<file path="src/rtl/assert_macros.svh">
// Assertion macros used by the top-level RTL file.
`ifndef ASSERT_MACROS_SVH
`define ASSERT_MACROS_SVH

`define ASSERT_CLK(lbl, prop, msg) \
  lbl: assert property (@(posedge clk) disable iff (!rst_n) prop) else $error(msg);

`define ASSERT_NEXT(lbl, ante, cons, msg) \
  lbl: assert property (@(posedge clk) disable iff (!rst_n) ante |=> cons) else $error(msg);

`endif

</file>
<file path="src/rtl/lefg_pkg.sv">
// Types, constants and helper functions of the LED effect frame generator.
package lefg_pkg;

  localparam int MATRIX_WIDTH  = 8;
  localparam int MATRIX_HEIGHT = 8;
  localparam int KEY_COUNT     = 6;
  localparam int KEY_W         = (KEY_COUNT > 1) ? $clog2(KEY_COUNT) : 1;
  localparam int PIX_W         = 6;
  localparam logic [31:0] FRAME_MS_NUM = 32'd1000;

  typedef enum logic [2:0] {
    CFG_MODE, CFG_RED, CFG_GREEN, CFG_BLUE, CFG_SPEED, CFG_FPS, CFG_LEVEL, CFG_SHOW
  } cfg_idx_t;

  typedef enum logic [3:0] {
    MODE_NONE, MODE_STATIC, MODE_LIVE, MODE_RAINBOW, MODE_BREATHE, MODE_STATIC_RAINBOW,
    MODE_SOLID, MODE_PLASMA, MODE_FIRE, MODE_OCEAN, MODE_RAIN, MODE_SPARKLE,
    MODE_BREATHE_RAINBOW, MODE_SPIRAL, MODE_CYCLE, MODE_REACTIVE
  } mode_t;

  typedef enum logic {CMD_TICK, CMD_KEY} cmd_op_t;

  typedef enum logic [2:0] {
    ST_IDLE, ST_DIV_STEP, ST_DIV_CAP, ST_FRAME, ST_RENDER
  } ctrl_state_t;

  typedef struct packed {
    cmd_op_t           op;
    logic [31:0]       now_ms;
    logic [KEY_W-1:0]  key;
  } cmd_t;

  typedef struct packed {
    mode_t       mode;
    logic [7:0]  red;
    logic [7:0]  green;
    logic [7:0]  blue;
    logic [7:0]  speed;
    logic [7:0]  fps;
    logic [7:0]  level;
    logic        show;
  } cfg_t;

  typedef logic [KEY_COUNT-1:0][7:0] glow_t;

  typedef struct packed {
    logic         start;
    logic [15:0]  offset;
    glow_t        glow;
  } rnd_ctl_t;

  typedef struct packed {
    logic busy;
    logic done;
  } rnd_sts_t;

  // x / 255 for x up to 255*255
  function automatic logic [7:0] div255(input logic [15:0] x);
    logic [16:0] s;
    s = {1'b0, x} + {9'b0, x[15:8]} + 17'd1;
    return s[15:8];
  endfunction

  function automatic logic [7:0] scale8(input logic [7:0] a, input logic [7:0] b);
    logic [15:0] p;
    p = 16'(a) * 16'(b);
    return div255(p);
  endfunction

endpackage

</file>
<file path="src/rtl/led_effect_frame_generator_top.sv">
// Sequence: a key transaction is absorbed when popped; a time tick runs the step divide, then
// the frame-rate divide if a cap is set, then a launch state (rainbow and later modes render).
// A frame issues 64 pixels, one per cycle unless out_ready stalls, via s1, s2, out registers.
// Throughput is bounded by the serial divider (one quotient bit per cycle) and the pixel pipe.
// Reset (synchronous, rst_n low) sets config registers to defaults and clears offset, times, glow.
`include "assert_macros.svh"
module led_effect_frame_generator_top import lefg_pkg::*; (
  input  logic             clk,
  input  logic             rst_n,
  input  logic             in_valid,
  output logic             in_ready,
  input  logic             in_kind,
  input  logic [31:0]      in_now_ms,
  input  logic [7:0]       in_key_number,
  input  logic             in_key_down,
  output logic             out_valid,
  input  logic             out_ready,
  output logic [PIX_W-1:0] out_pixel_index,
  output logic [7:0]       out_red_out,
  output logic [7:0]       out_green_out,
  output logic [7:0]       out_blue_out,
  output logic             out_frame_end,
  input  logic             cfg_wr_en,
  input  logic [2:0]       cfg_index,
  input  logic [7:0]       cfg_wdata
);

  cfg_t        cfg_r;
  logic        mode_wr;
  logic        q_valid, q_pop;
  cmd_t        q_cmd;
  logic        div_start, div_done;
  logic [31:0] div_dividend, div_quo;
  logic [7:0]  div_divisor, div_rem;
  rnd_ctl_t    rnd_ctl;
  rnd_sts_t    rnd_sts;

  assign mode_wr = cfg_wr_en && (cfg_idx_t'(cfg_index) == CFG_MODE);

  always_ff @(posedge clk) begin
    if (!rst_n) begin
      cfg_r.mode  <= MODE_NONE;
      cfg_r.red   <= 8'd255;
      cfg_r.green <= 8'd0;
      cfg_r.blue  <= 8'd0;
      cfg_r.speed <= 8'd50;
      cfg_r.fps   <= 8'd60;
      cfg_r.level <= 8'd255;
      cfg_r.show  <= 1'b1;
    end else if (cfg_wr_en) begin
      unique case (cfg_idx_t'(cfg_index))
        CFG_MODE:  cfg_r.mode  <= mode_t'(cfg_wdata[3:0]);
        CFG_RED:   cfg_r.red   <= cfg_wdata;
        CFG_GREEN: cfg_r.green <= cfg_wdata;
        CFG_BLUE:  cfg_r.blue  <= cfg_wdata;
        CFG_SPEED: cfg_r.speed <= cfg_wdata;
        CFG_FPS:   cfg_r.fps   <= cfg_wdata;
        CFG_LEVEL: cfg_r.level <= cfg_wdata;
        CFG_SHOW:  cfg_r.show  <= cfg_wdata[0];
        default: ;
      endcase
    end
  end

  lefg_front u_front (
    .clk           (clk),
    .rst_n         (rst_n),
    .in_valid      (in_valid),
    .in_ready      (in_ready),
    .in_kind       (in_kind),
    .in_now_ms     (in_now_ms),
    .in_key_number (in_key_number),
    .in_key_down   (in_key_down),
    .show          (cfg_r.show),
    .q_valid       (q_valid),
    .q_cmd         (q_cmd),
    .q_pop         (q_pop)
  );

  lefg_div u_div (
    .clk      (clk),
    .rst_n    (rst_n),
    .start    (div_start),
    .dividend (div_dividend),
    .divisor  (div_divisor),
    .done     (div_done),
    .quo      (div_quo),
    .rem      (div_rem)
  );

  lefg_ctrl u_ctrl (
    .clk          (clk),
    .rst_n        (rst_n),
    .cfg          (cfg_r),
    .mode_wr      (mode_wr),
    .q_valid      (q_valid),
    .q_cmd        (q_cmd),
    .q_pop        (q_pop),
    .div_start    (div_start),
    .div_dividend (div_dividend),
    .div_divisor  (div_divisor),
    .div_done     (div_done),
    .div_quo      (div_quo),
    .div_rem      (div_rem),
    .rnd_ctl      (rnd_ctl),
    .rnd_sts      (rnd_sts)
  );

  lefg_render u_render (
    .clk             (clk),
    .rst_n           (rst_n),
    .cfg             (cfg_r),
    .rnd_ctl         (rnd_ctl),
    .rnd_sts         (rnd_sts),
    .out_valid       (out_valid),
    .out_ready       (out_ready),
    .out_pixel_index (out_pixel_index),
    .out_red_out     (out_red_out),
    .out_green_out   (out_green_out),
    .out_blue_out    (out_blue_out),
    .out_frame_end   (out_frame_end)
  );

  `ASSERT_CLK(a_frame_end_last, out_valid && out_frame_end |-> out_pixel_index == 6'd63, "frame_end off last pixel")
  `ASSERT_CLK(a_div_not_in_frame, div_done |-> !rnd_sts.busy, "divider finished during frame")
  `ASSERT_CLK(a_start_idle, rnd_ctl.start |-> !rnd_sts.busy, "frame launched while busy")
  `ASSERT_NEXT(a_start_busy, rnd_ctl.start, rnd_sts.busy, "frame launch did not start issue")

endmodule

</file>
<file path="src/rtl/lefg_front.sv">
// Input side: classifies transactions and queues the ones that do work.
module lefg_front import lefg_pkg::*; (
  input  logic        clk,
  input  logic        rst_n,
  input  logic        in_valid,
  output logic        in_ready,
  input  logic        in_kind,
  input  logic [31:0] in_now_ms,
  input  logic [7:0]  in_key_number,
  input  logic        in_key_down,
  input  logic        show,
  output logic        q_valid,
  output cmd_t        q_cmd,
  input  logic        q_pop
);

  cmd_t       mem_r [2];
  logic       wr_ptr_r, wr_ptr_nxt;
  logic       rd_ptr_r, rd_ptr_nxt;
  logic [1:0] cnt_r, cnt_nxt;
  logic       keep, push, pop;
  cmd_t       cmd;

  always_comb begin
    cmd.op     = in_kind ? CMD_KEY : CMD_TICK;
    cmd.now_ms = in_now_ms;
    cmd.key    = in_key_number[KEY_W-1:0];
    keep       = in_kind ? (in_key_down && (in_key_number < 8'(KEY_COUNT))) : show;
  end

  assign in_ready = (cnt_r != 2'd2);
  assign q_valid  = (cnt_r != 2'd0);
  assign q_cmd    = mem_r[rd_ptr_r];
  assign push     = in_valid && in_ready && keep;
  assign pop      = q_pop && q_valid;

  always_comb begin
    wr_ptr_nxt = push ? ~wr_ptr_r : wr_ptr_r;
    rd_ptr_nxt = pop ? ~rd_ptr_r : rd_ptr_r;
    cnt_nxt    = cnt_r + 2'(push) - 2'(pop);
  end

  always_ff @(posedge clk) begin
    if (push) begin
      mem_r[wr_ptr_r] <= cmd;
    end
  end

  always_ff @(posedge clk) begin
    if (!rst_n) begin
      wr_ptr_r <= 1'b0;
      rd_ptr_r <= 1'b0;
      cnt_r    <= 2'd0;
    end else begin
      wr_ptr_r <= wr_ptr_nxt;
      rd_ptr_r <= rd_ptr_nxt;
      cnt_r    <= cnt_nxt;
    end
  end

endmodule

</file>
<file path="src/rtl/lefg_div.sv">
// Radix-2 restoring divider, 32-bit dividend by 8-bit divisor, one bit per cycle.
module lefg_div import lefg_pkg::*; (
  input  logic        clk,
  input  logic        rst_n,
  input  logic        start,
  input  logic [31:0] dividend,
  input  logic [7:0]  divisor,
  output logic        done,
  output logic [31:0] quo,
  output logic [7:0]  rem
);

  logic [31:0] dvd_r, dvd_nxt;
  logic [7:0]  rem_r, rem_nxt;
  logic [7:0]  dsr_r;
  logic [5:0]  cnt_r, cnt_nxt;
  logic        busy_r, busy_nxt;
  logic        done_r, done_nxt;
  logic [8:0]  trial, diff;
  logic        ge;

  always_comb begin
    trial    = {rem_r, dvd_r[31]};
    diff     = trial - {1'b0, dsr_r};
    ge       = (trial >= {1'b0, dsr_r});
    dvd_nxt  = dvd_r;
    rem_nxt  = rem_r;
    cnt_nxt  = cnt_r;
    busy_nxt = busy_r;
    done_nxt = 1'b0;
    if (start) begin
      dvd_nxt  = dividend;
      rem_nxt  = 8'd0;
      cnt_nxt  = 6'd32;
      busy_nxt = 1'b1;
    end else if (busy_r) begin
      dvd_nxt = {dvd_r[30:0], ge};
      rem_nxt = ge ? diff[7:0] : trial[7:0];
      cnt_nxt = cnt_r - 6'd1;
      if (cnt_r == 6'd1) begin
        busy_nxt = 1'b0;
        done_nxt = 1'b1;
      end
    end
  end

  always_ff @(posedge clk) begin
    dvd_r <= dvd_nxt;
    rem_r <= rem_nxt;
    cnt_r <= cnt_nxt;
    if (start) begin
      dsr_r <= divisor;
    end
  end

  always_ff @(posedge clk) begin
    if (!rst_n) begin
      busy_r <= 1'b0;
      done_r <= 1'b0;
    end else begin
      busy_r <= busy_nxt;
      done_r <= done_nxt;
    end
  end

  assign done = done_r;
  assign quo  = dvd_r;
  assign rem  = rem_r;

endmodule

</file>
<file path="src/rtl/lefg_ctrl.sv">
// Back-end sequencer: key glow, step timing, frame gating and frame launch.
module lefg_ctrl import lefg_pkg::*; (
  input  logic        clk,
  input  logic        rst_n,
  input  cfg_t        cfg,
  input  logic        mode_wr,
  input  logic        q_valid,
  input  cmd_t        q_cmd,
  output logic        q_pop,
  output logic        div_start,
  output logic [31:0] div_dividend,
  output logic [7:0]  div_divisor,
  input  logic        div_done,
  input  logic [31:0] div_quo,
  input  logic [7:0]  div_rem,
  output rnd_ctl_t    rnd_ctl,
  input  rnd_sts_t    rnd_sts
);

  ctrl_state_t state_r, state_nxt;
  logic [15:0] offset_r, offset_nxt;
  logic [31:0] last_step_r, last_step_nxt;
  logic [31:0] last_frame_r, last_frame_nxt;
  logic [31:0] now_r, now_nxt;
  glow_t       glow_r, glow_nxt;
  logic [7:0]  spd, step_ms, interval;
  logic [15:0] spd_x;
  logic        rnd_start;

  always_comb begin
    spd      = (cfg.speed == 8'd0) ? 8'd1 : cfg.speed;
    spd_x    = 16'(spd) * 16'd195;
    step_ms  = 8'd200 - div255(spd_x);
    interval = (step_ms < 8'd5) ? 8'd5 : step_ms;
  end

  always_comb begin
    state_nxt      = state_r;
    offset_nxt     = offset_r;
    last_step_nxt  = last_step_r;
    last_frame_nxt = last_frame_r;
    now_nxt        = now_r;
    glow_nxt       = glow_r;
    q_pop          = 1'b0;
    div_start      = 1'b0;
    div_dividend   = now_r - last_step_r;
    div_divisor    = interval;
    rnd_start      = 1'b0;
    unique case (state_r)
      ST_IDLE: begin
        if (q_valid) begin
          q_pop = 1'b1;
          if (q_cmd.op == CMD_KEY) begin
            glow_nxt[q_cmd.key] = 8'd255;
          end else begin
            now_nxt      = q_cmd.now_ms;
            div_start    = 1'b1;
            div_dividend = q_cmd.now_ms - last_step_r;
            state_nxt    = ST_DIV_STEP;
          end
        end
      end
      ST_DIV_STEP: begin
        if (div_done) begin
          if (div_quo != 32'd0) begin
            offset_nxt    = offset_r + div_quo[15:0];
            last_step_nxt = now_r - {24'd0, div_rem};
          end
          if (cfg.fps != 8'd0) begin
            div_start    = 1'b1;
            div_dividend = FRAME_MS_NUM;
            div_divisor  = cfg.fps;
            state_nxt    = ST_DIV_CAP;
          end else begin
            state_nxt = ST_FRAME;
          end
        end
      end
      ST_DIV_CAP: begin
        if (div_done) begin
          state_nxt = ((now_r - last_frame_r) < div_quo) ? ST_IDLE : ST_FRAME;
        end
      end
      ST_FRAME: begin
        last_frame_nxt = now_r;
        if (cfg.mode >= MODE_RAINBOW) begin
          rnd_start = 1'b1;
          state_nxt = ST_RENDER;
        end else begin
          state_nxt = ST_IDLE;
        end
      end
      ST_RENDER: begin
        if (rnd_sts.done) begin
          if (cfg.mode == MODE_REACTIVE) begin
            for (int k = 0; k < KEY_COUNT; k++) begin
              glow_nxt[k] = (glow_r[k] > 8'd8) ? glow_r[k] - 8'd8 : 8'd0;
            end
          end
          state_nxt = ST_IDLE;
        end
      end
      default: state_nxt = ST_IDLE;
    endcase
    if (mode_wr) begin
      offset_nxt = 16'd0;
    end
  end

  always_ff @(posedge clk) begin
    now_r <= now_nxt;
  end

  always_ff @(posedge clk) begin
    if (!rst_n) begin
      state_r      <= ST_IDLE;
      offset_r     <= 16'd0;
      last_step_r  <= 32'd0;
      last_frame_r <= 32'd0;
      glow_r       <= '0;
    end else begin
      state_r      <= state_nxt;
      offset_r     <= offset_nxt;
      last_step_r  <= last_step_nxt;
      last_frame_r <= last_frame_nxt;
      glow_r       <= glow_nxt;
    end
  end

  always_comb begin
    rnd_ctl.start  = rnd_start;
    rnd_ctl.offset = offset_r;
    rnd_ctl.glow   = glow_r;
  end

endmodule

</file>
<file path="src/rtl/lefg_render.sv">
// Pixel pipeline: effect select, HSV conversion, brightness scale, output register.
module lefg_render import lefg_pkg::*; (
  input  logic             clk,
  input  logic             rst_n,
  input  cfg_t             cfg,
  input  rnd_ctl_t         rnd_ctl,
  output rnd_sts_t         rnd_sts,
  output logic             out_valid,
  input  logic             out_ready,
  output logic [PIX_W-1:0] out_pixel_index,
  output logic [7:0]       out_red_out,
  output logic [7:0]       out_green_out,
  output logic [7:0]       out_blue_out,
  output logic             out_frame_end
);

  typedef struct packed {
    logic [PIX_W-1:0] idx;
    logic             hsv;
    logic             scl;
    logic [7:0]       h;
    logic [7:0]       v;
    logic [7:0]       r;
    logic [7:0]       g;
    logic [7:0]       b;
  } pix_t;

  localparam logic [7:0] OCEAN_V [8] = '{8'd255, 8'd230, 8'd204, 8'd179,
                                         8'd153, 8'd128, 8'd102, 8'd77};

  logic             act_r, act_nxt;
  logic [PIX_W-1:0] pix_r, pix_nxt;
  logic             adv, issue, last;
  logic             s1_v_r, s2_v_r, out_v_r;
  pix_t             s1_r, s0;
  logic [PIX_W-1:0] s2_idx_r;
  logic [7:0]       s2_r_r, s2_g_r, s2_b_r;
  logic [7:0]       s1_r8, s1_g8, s1_b8;
  logic [PIX_W-1:0] out_idx_r;
  logic [7:0]       out_r_r, out_g_r, out_b_r;

  // stage 0 locals
  logic [2:0]  x, y, dx, dy;
  logic [7:0]  x8, y8, o8, dsq, bm, b8, brl, heat, wave, depth, col, seed;
  logic [15:0] o;
  logic [4:0]  dx2, dy2;
  logic [16:0] nf, nr;
  logic [32:0] fq;
  logic [33:0] rq;
  logic [11:0] fqq;
  logic [16:0] m40;
  logic [2:0]  row, d;
  logic [7:0]  gl [8];

  // stage 1 locals
  logic [2:0]  sec;
  logic [7:0]  base, hb, rem, qf, tf, q, t;
  logic [15:0] prq, prt;

  assign adv   = !out_v_r || out_ready;
  assign issue = act_r && adv;
  assign last  = (pix_r == PIX_W'(MATRIX_WIDTH * MATRIX_HEIGHT - 1));

  always_comb begin
    act_nxt = act_r;
    pix_nxt = pix_r;
    if (rnd_ctl.start) begin
      act_nxt = 1'b1;
      pix_nxt = '0;
    end else if (issue) begin
      pix_nxt = pix_r + PIX_W'(1);
      if (last) begin
        act_nxt = 1'b0;
      end
    end
  end

  always_comb begin
    rnd_sts.busy = act_r;
    rnd_sts.done = issue && last;
  end

  // stage 0: effect
  always_comb begin
    x   = pix_r[2:0];
    y   = pix_r[5:3];
    x8  = {5'd0, x};
    y8  = {5'd0, y};
    o   = rnd_ctl.offset;
    o8  = o[7:0];
    dx  = (x > 3'd4) ? x - 3'd4 : 3'd4 - x;
    dy  = (y > 3'd4) ? y - 3'd4 : 3'd4 - y;
    dx2 = 5'(dx) * 5'(dx);
    dy2 = 5'(dy) * 5'(dy);
    dsq = 8'(dx2) + 8'(dy2);
    bm  = {1'b0, o[6:0]};
    b8  = (bm > 8'd64) ? 8'd128 - bm : bm;
    brl = 8'((16'(b8) * 16'd255) >> 6);
    nf  = {1'b0, o} + 17'(x8 * 8'd7);
    fq  = 33'(nf) * 33'd52429;
    fqq = fq[32:21];
    m40 = nf - 17'(fqq) * 17'd40;
    heat = 8'((8'd7 - y8) * 8'd30) + m40[7:0];
    wave  = x8 * 8'd32 + o8 * 8'd3;
    depth = y8 * 8'd20;
    col = x8 * 8'd37;
    nr  = {1'b0, o} + 17'(col);
    rq  = 34'(nr) * 34'd87382;
    row = rq[20:18];
    d   = (y > row) ? y - row : row - y;
    seed = x8 * 8'd13 + y8 * 8'd7 + o8;
    for (int i = 0; i < 8; i++) begin
      gl[i] = 8'd0;
    end
    for (int i = 0; i < KEY_COUNT; i++) begin
      gl[i] = rnd_ctl.glow[i];
    end

    s0.idx = pix_r;
    s0.hsv = 1'b0;
    s0.scl = 1'b0;
    s0.h   = 8'd0;
    s0.v   = 8'd255;
    s0.r   = 8'd0;
    s0.g   = 8'd0;
    s0.b   = 8'd0;
    unique case (cfg.mode) inside
      MODE_NONE, MODE_STATIC, MODE_LIVE: ;
      MODE_RAINBOW: begin
        s0.hsv = 1'b1;
        s0.h   = x8 * 8'd20 + y8 * 8'd20 + o8 * 8'd2;
      end
      MODE_BREATHE: begin
        s0.scl = 1'b1;
        s0.v   = brl;
      end
      MODE_STATIC_RAINBOW: begin
        s0.hsv = 1'b1;
        s0.h   = (x8 + y8) * 8'd32;
      end
      MODE_SOLID: begin
        s0.r = cfg.red;
        s0.g = cfg.green;
        s0.b = cfg.blue;
      end
      MODE_PLASMA: begin
        s0.hsv = 1'b1;
        s0.h   = x8 * 8'd16 + y8 * 8'd16 + (x8 + y8) * 8'd12 + dsq + o8 * 8'd5;
      end
      MODE_FIRE: begin
        if (heat > 8'd200) begin
          s0.r = 8'd255; s0.g = 8'd255; s0.b = 8'd128;
        end else if (heat > 8'd150) begin
          s0.r = 8'd255; s0.g = 8'd170;
        end else if (heat > 8'd80) begin
          s0.r = 8'd255; s0.g = 8'd64;
        end else if (heat > 8'd40) begin
          s0.r = 8'd128;
        end
      end
      MODE_OCEAN: begin
        s0.hsv = 1'b1;
        s0.h   = 8'd140 + {4'd0, wave[7:4]} + {3'd0, depth[7:3]};
        s0.v   = OCEAN_V[y];
      end
      MODE_RAIN: begin
        if (d == 3'd0) begin
          s0.r = 8'd255; s0.g = 8'd255; s0.b = 8'd255;
        end else if (d == 3'd1) begin
          s0.g = 8'd255;
        end else if (d == 3'd2) begin
          s0.g = 8'd127;
        end else if (d == 3'd3) begin
          s0.g = 8'd85;
        end
      end
      MODE_SPARKLE: begin
        if (seed[4:0] == 5'd0) begin
          s0.r = 8'd255; s0.g = 8'd255; s0.b = 8'd255;
        end else if (seed[4:0] < 5'd3) begin
          s0.hsv = 1'b1;
          s0.h   = o8 + x8 * 8'd32;
          s0.v   = 8'd128;
        end
      end
      MODE_BREATHE_RAINBOW: begin
        s0.hsv = 1'b1;
        s0.h   = o[8:1];
        s0.v   = brl;
      end
      MODE_SPIRAL: begin
        s0.hsv = 1'b1;
        s0.h   = dsq * 8'd8 + (x8 + y8) * 8'd32 + o8 * 8'd3;
      end
      MODE_CYCLE: begin
        s0.hsv = 1'b1;
        s0.h   = o[9:2];
      end
      MODE_REACTIVE: begin
        if (gl[x] != 8'd0) begin
          s0.scl = 1'b1;
          s0.v   = gl[x];
        end else if (x != 3'd0 && gl[x - 3'd1] != 8'd0) begin
          s0.scl = 1'b1;
          s0.v   = gl[x - 3'd1];
        end
      end
      default: ;
    endcase
  end

  // stage 1: HSV with full saturation, or color scale
  always_comb begin
    if (s1_r.h < 8'd43) begin
      sec = 3'd0; base = 8'd0;
    end else if (s1_r.h < 8'd86) begin
      sec = 3'd1; base = 8'd43;
    end else if (s1_r.h < 8'd129) begin
      sec = 3'd2; base = 8'd86;
    end else if (s1_r.h < 8'd172) begin
      sec = 3'd3; base = 8'd129;
    end else if (s1_r.h < 8'd215) begin
      sec = 3'd4; base = 8'd172;
    end else begin
      sec = 3'd5; base = 8'd215;
    end
    hb  = s1_r.h - base;
    rem = hb * 8'd6;
    qf  = 8'd255 - 8'((16'(rem) * 16'd255) >> 8);
    tf  = 8'd255 - 8'((16'(8'd255 - rem) * 16'd255) >> 8);
    prq = 16'(s1_r.v) * 16'(qf);
    prt = 16'(s1_r.v) * 16'(tf);
    q   = prq[15:8];
    t   = prt[15:8];
    s1_r8 = s1_r.r;
    s1_g8 = s1_r.g;
    s1_b8 = s1_r.b;
    if (s1_r.hsv) begin
      case (sec)
        3'd0: begin s1_r8 = s1_r.v; s1_g8 = t;       s1_b8 = 8'd0;   end
        3'd1: begin s1_r8 = q;      s1_g8 = s1_r.v;  s1_b8 = 8'd0;   end
        3'd2: begin s1_r8 = 8'd0;   s1_g8 = s1_r.v;  s1_b8 = t;      end
        3'd3: begin s1_r8 = 8'd0;   s1_g8 = q;       s1_b8 = s1_r.v; end
        3'd4: begin s1_r8 = t;      s1_g8 = 8'd0;    s1_b8 = s1_r.v; end
        default: begin s1_r8 = s1_r.v; s1_g8 = 8'd0; s1_b8 = q;      end
      endcase
    end else if (s1_r.scl) begin
      s1_r8 = scale8(cfg.red, s1_r.v);
      s1_g8 = scale8(cfg.green, s1_r.v);
      s1_b8 = scale8(cfg.blue, s1_r.v);
    end
  end

  always_ff @(posedge clk) begin
    if (adv) begin
      s1_r     <= s0;
      s2_idx_r <= s1_r.idx;
      s2_r_r   <= s1_r8;
      s2_g_r   <= s1_g8;
      s2_b_r   <= s1_b8;
      out_idx_r <= s2_idx_r;
      out_r_r  <= scale8(s2_r_r, cfg.level);
      out_g_r  <= scale8(s2_g_r, cfg.level);
      out_b_r  <= scale8(s2_b_r, cfg.level);
    end
  end

  always_ff @(posedge clk) begin
    if (!rst_n) begin
      act_r   <= 1'b0;
      pix_r   <= '0;
      s1_v_r  <= 1'b0;
      s2_v_r  <= 1'b0;
      out_v_r <= 1'b0;
    end else begin
      act_r <= act_nxt;
      pix_r <= pix_nxt;
      if (adv) begin
        s1_v_r  <= issue;
        s2_v_r  <= s1_v_r;
        out_v_r <= s2_v_r;
      end
    end
  end

  assign out_valid       = out_v_r;
  assign out_pixel_index = out_idx_r;
  assign out_red_out     = out_r_r;
  assign out_green_out   = out_g_r;
  assign out_blue_out    = out_b_r;
  assign out_frame_end   = (out_idx_r == PIX_W'(MATRIX_WIDTH * MATRIX_HEIGHT - 1));

endmodule
</file>
<file path="config.mk">
export PLATFORM = sky130hd
export DESIGN_NAME = led_effect_frame_generator_top
export DESIGN_NICKNAME = d
export VERILOG_FILES = /design/src/rtl/lefg_pkg.sv /design/src/rtl/led_effect_frame_generator_top.sv /design/src/rtl/lefg_front.sv /design/src/rtl/lefg_div.sv /design/src/rtl/lefg_ctrl.sv /design/src/rtl/lefg_render.sv
export VERILOG_INCLUDE_DIRS = /design/src /design/src/rtl
export SDC_FILE = /design/constraint.sdc
export NUM_CORES = 2
export LEC_CHECK = 0
export BUFFER_PORTS_ARGS = -buffer_cell sky130_fd_sc_hd__buf_2
export CELL_PAD_IN_SITES_DETAIL_PLACEMENT = 1
export CELL_PAD_IN_SITES_GLOBAL_PLACEMENT = 1
export CORE_MARGIN = 2
export CORE_UTILIZATION = 56
export CTS_BUF_LIST = sky130_fd_sc_hd__clkbuf_4 sky130_fd_sc_hd__clkbuf_8
export DETAILED_ROUTE_END_ITERATION = 8
export GPL_TIMING_DRIVEN = 0
export PLACE_DENSITY = 0.95
export SLEW_MARGIN = 20
export SYNTH_ARGS = -nofsm -noshare
export SYNTH_HDL_FRONTEND = slang
export SYNTH_SLANG_ARGS = --single-unit
</file>
<file path="constraint.sdc">
create_clock -name clk -period 26.5 [get_ports clk]
set_input_delay 7.95 -clock clk [delete_from_list [all_inputs] [get_ports clk]]
set_output_delay 7.95 -clock clk [all_outputs]
set_load 0.01 [all_outputs]
</file>
==> flow_summary.toml <==
[outcome]
status = "complete, but fails checks"
failed_checks = "design-rule violations"

[clock_tree]
ctsHtreeMaxLevel = 3
cts_hold_buf = 0
clock_path_buffers = 3
postCtsSetupRepairBufs = 0
ctsRootBufferMaster = "clkbuf_8"
clk_latency_ns = 0.81
path_clk_slew_ns = 0.07
numCtsBuffers = 84
cts_resized = 0
numClockSinks = 467
cts_tree = "built"

[routing]
wl_mm = 238.2
remaining_drc_errors = 8
ant_nets = 0
dr_wl_met2_mm = 111.7
via_per_inst = 6.558
detailroute.wirelength.met3_mm = 22.08
highest_layer = "met5"
dr.pass1.iters = 9
met1_length_mm = 77.60
drt_iter0_drc = 4932
dr_total_vias = 53817
wire_per_inst_um = 29.03

[hold_path]
min_path_type = "register to register"
min_from = "u_render.s2_idx_r[0]$_DFFE_PN_"
min_path_cells = 0

[worst_setup_path]
required_ns = 27.04
cp-startpoint = "u_render.s1_r[35]$_DFFE_PN_"
crit_path_max_incr_delay_ns = 0.71
criticalPathCategory = "register to register"
rr_worst_depth = 54
r2r-end = "u_render.s2_b_r[7]$_DFFE_PN_"
r2r_setup_slack_ns = 9.63
startpoint_type = "register"
critPathSlowestCell = "xnor2_1"
crit_top_cell = "fa_1"
endpoint = "u_render.s2_b_r[7]$_DFFE_PN_"
critPathMaxFanout = 10
critPathCaptureType = "register"
critPathArrivalTime_ns = 17.42
r2r_start = "u_render.s1_r[35]$_DFFE_PN_"

[timing]
finClkSkew_ns = 0.06840
worstMarginPinSlew_ns = 1.244
slew_headroom_pct = 16.78
maxSlewViolCount = 0
rsz0062_at_grt = "no"
period_needed_ns = 16.87
finalSetupViolCount = 0
timing.final.crit_share_pct = 63.68
max_freq_mhz = 59.26
hold_viol_final = 0
tns_ns = 0

[finish]
regArea_sq_mm = 0.01187
drive_above_1_share_pct = 5.351
nFillCells = 12062
layout_commonest_cell = "inv_1"
syn_to_final_growth_pct = 7.055
layout.nets = 8286
mostFrequentLayoutCells = "inv_1, ha_1, nand2_1, fa_1, nor2_1"
multiInputGateArea_sq_mm = 0.04314
final-instance-count-excl-fill = 8206

[die]
io_pins = 91
rows = 119
die_h_um = 330.4
die-width_um = 330.4
initial_core_util_pct = 56.59
core_area_sq_mm = 0.1054
design.die.area_sq_mm = 0.1092

[yosys]
yosys.area_share.simple_pct = 13.76
synthCells = 6554
synth_fa_ha_area_share_pct = 38.38
yosysWarnings = 0
async_flop_share_pct = 0
synthMuxAreaShare_pct = 2.250
ys_seq_elements = 467
synth_nets = 8107
synth_edf_count = 252
synth_top_family_by_area = "adder cells"
synth-compound-area-share_pct = 11.61
synthXorXnorAreaFrac_pct = 6.168
synth_cell_types = 89
yosys_most_used_dff = "edfxtp_1"
ys_seq_area_share_pct = 19.90
avgSynthCellArea_sq_um = 9.102
syn_area_sq_mm = 0.05966

[global_route]
grt_max_degree = 80
antenna_found_initial = 20
grt_usage_pct = 43.09
grt_pass1_wl_mm = 356.6
grt_pass1_vias = 61092
overflow = 0

[placed_design]
routabilityCongestion = 1.002
place_inst = 8038
port_buffers = 86
dp_hpwl_mm = 171.3

[run]
max_cap_violations = 0
[worst max-delay path, delay by kind of cell, from the launching register on]
kind / cells / cell delay (ns)
buf+inv: 9 / 1.60
flops: 1 / 0.52
simple gates: 5 / 1.04
xor+xnor: 5 / 2.12
mux: 1 / 0.37
fa+ha+maj: 12 / 5.79
compound gates: 22 / 5.16
[routing by layer]
metal | track usage (%) | vias to the layer above
met5 | 0 | -
met4 | 39.71 | 20
met3 | 12.49 | 1767
met2 | 71.86 | 3551
met1 | 43.56 | 26343
li1 | - | 22136
[synthesized netlist by cell type (all sizes together) (28+ instances only)]
cell,number,area [sq um]
a211oi,53,397.9
a21o,134,1006
a21oi,356,1800
and2,251,1570
and3,29,181.4
buf,37,148.9
clkbuf,153,574.3
dfxtp,215,4304
edfxtp,252,7567
fa,558,11170
ha,937,11720
inv,1068,4009
mux2,41,461.7
mux2i,52,520.5
nand2,656,2462
nand2b,64,400.4
nand3,77,385.4
nand4,28,175.2
nor2,357,1340
nor2b,85,531.8
nor3,73,365.4
o21a,45,345.3
o21ai,197,989.7
o21bai,34,255.2
o22ai,31,193.9
xnor2,270,2365
xor2,145,1270
[kinds of logic after synthesis]
logic type,count (synthesis)
and+or+nand+nor,1730
buffers and inverters,1258
xor gates and xnor gates,417
adders and majority gates,1495
DFF,467
muxes,109
AOI/OAI and AO/OA,1078
[stage by stage]
| stage | area [sq um] | setup WS, ns | util (%) | hold WS (ns) |
|---|---|---|---|---|
| 6_report | 63870 | 9.625 | 60.58 | 0.4227 |
| 5_1_grt | 63840 | 8.743 | 60.56 | 0.4223 |
| 4_1_cts | 63760 | 9.799 | 60.49 | 0.4249 |
| 3_5_place_dp | 61950 | 9.864 | 58.77 | 0.4099 |
| 3_3_place_gp | 61830 | 10.86 | 58.65 | 0.4034 |
| 2_1_floorplan | 59660 | 13.26 | - | 0.4003 |
[registers in the layout, summed over array words and instances, names as in the netlist, 16 cells and up, named ones only]
| register | count |
|---|---|
| cfg_r | 53 |
| u_render.s1_r | 48 |
| u_div.quo | 32 |
| u_ctrl.last_step_r | 32 |
| u_ctrl.offset_r | 16 |
| u_ctrl.now_r | 32 |
| u_ctrl.rnd_ctl | 48 |
| u_ctrl.last_frame_r | 32 |
| u_front.mem_r | 72 |
[worst min-delay path by stage]
stage	endpoint	slack (ns)
6_report	u_render.out_pixel_index[0]$_DFFE_PN_	0.42
5_1_grt	u_render.s2_idx_r[3]$_DFFE_PN_	0.42
4_1_cts	u_render.out_pixel_index[0]$_DFFE_PN_	0.42
3_5_place_dp	u_render.s2_idx_r[4]$_DFFE_PN_	0.41
3_3_place_gp	u_render.out_pixel_index[2]$_DFFE_PN_	0.40
2_1_floorplan	u_render.out_pixel_index[0]$_DFFE_PN_	0.40
[layout make-up]
type                       count  share of cell area, %
multi-input combinational   4829                  67.55
sequential                   467                  18.59
inverter                    1068                  6.285
tap                         1391                  2.725
clock buffer                 132                  2.512
buffer                       190                  1.136
timing repair buffer          93                 0.8267
clock inverter                23                 0.3252
antenna                       13                0.05094
Power is left out: the tool's default activity adds up to more than one toggle a clock period on the data nets, which glitch-free logic cannot reach.
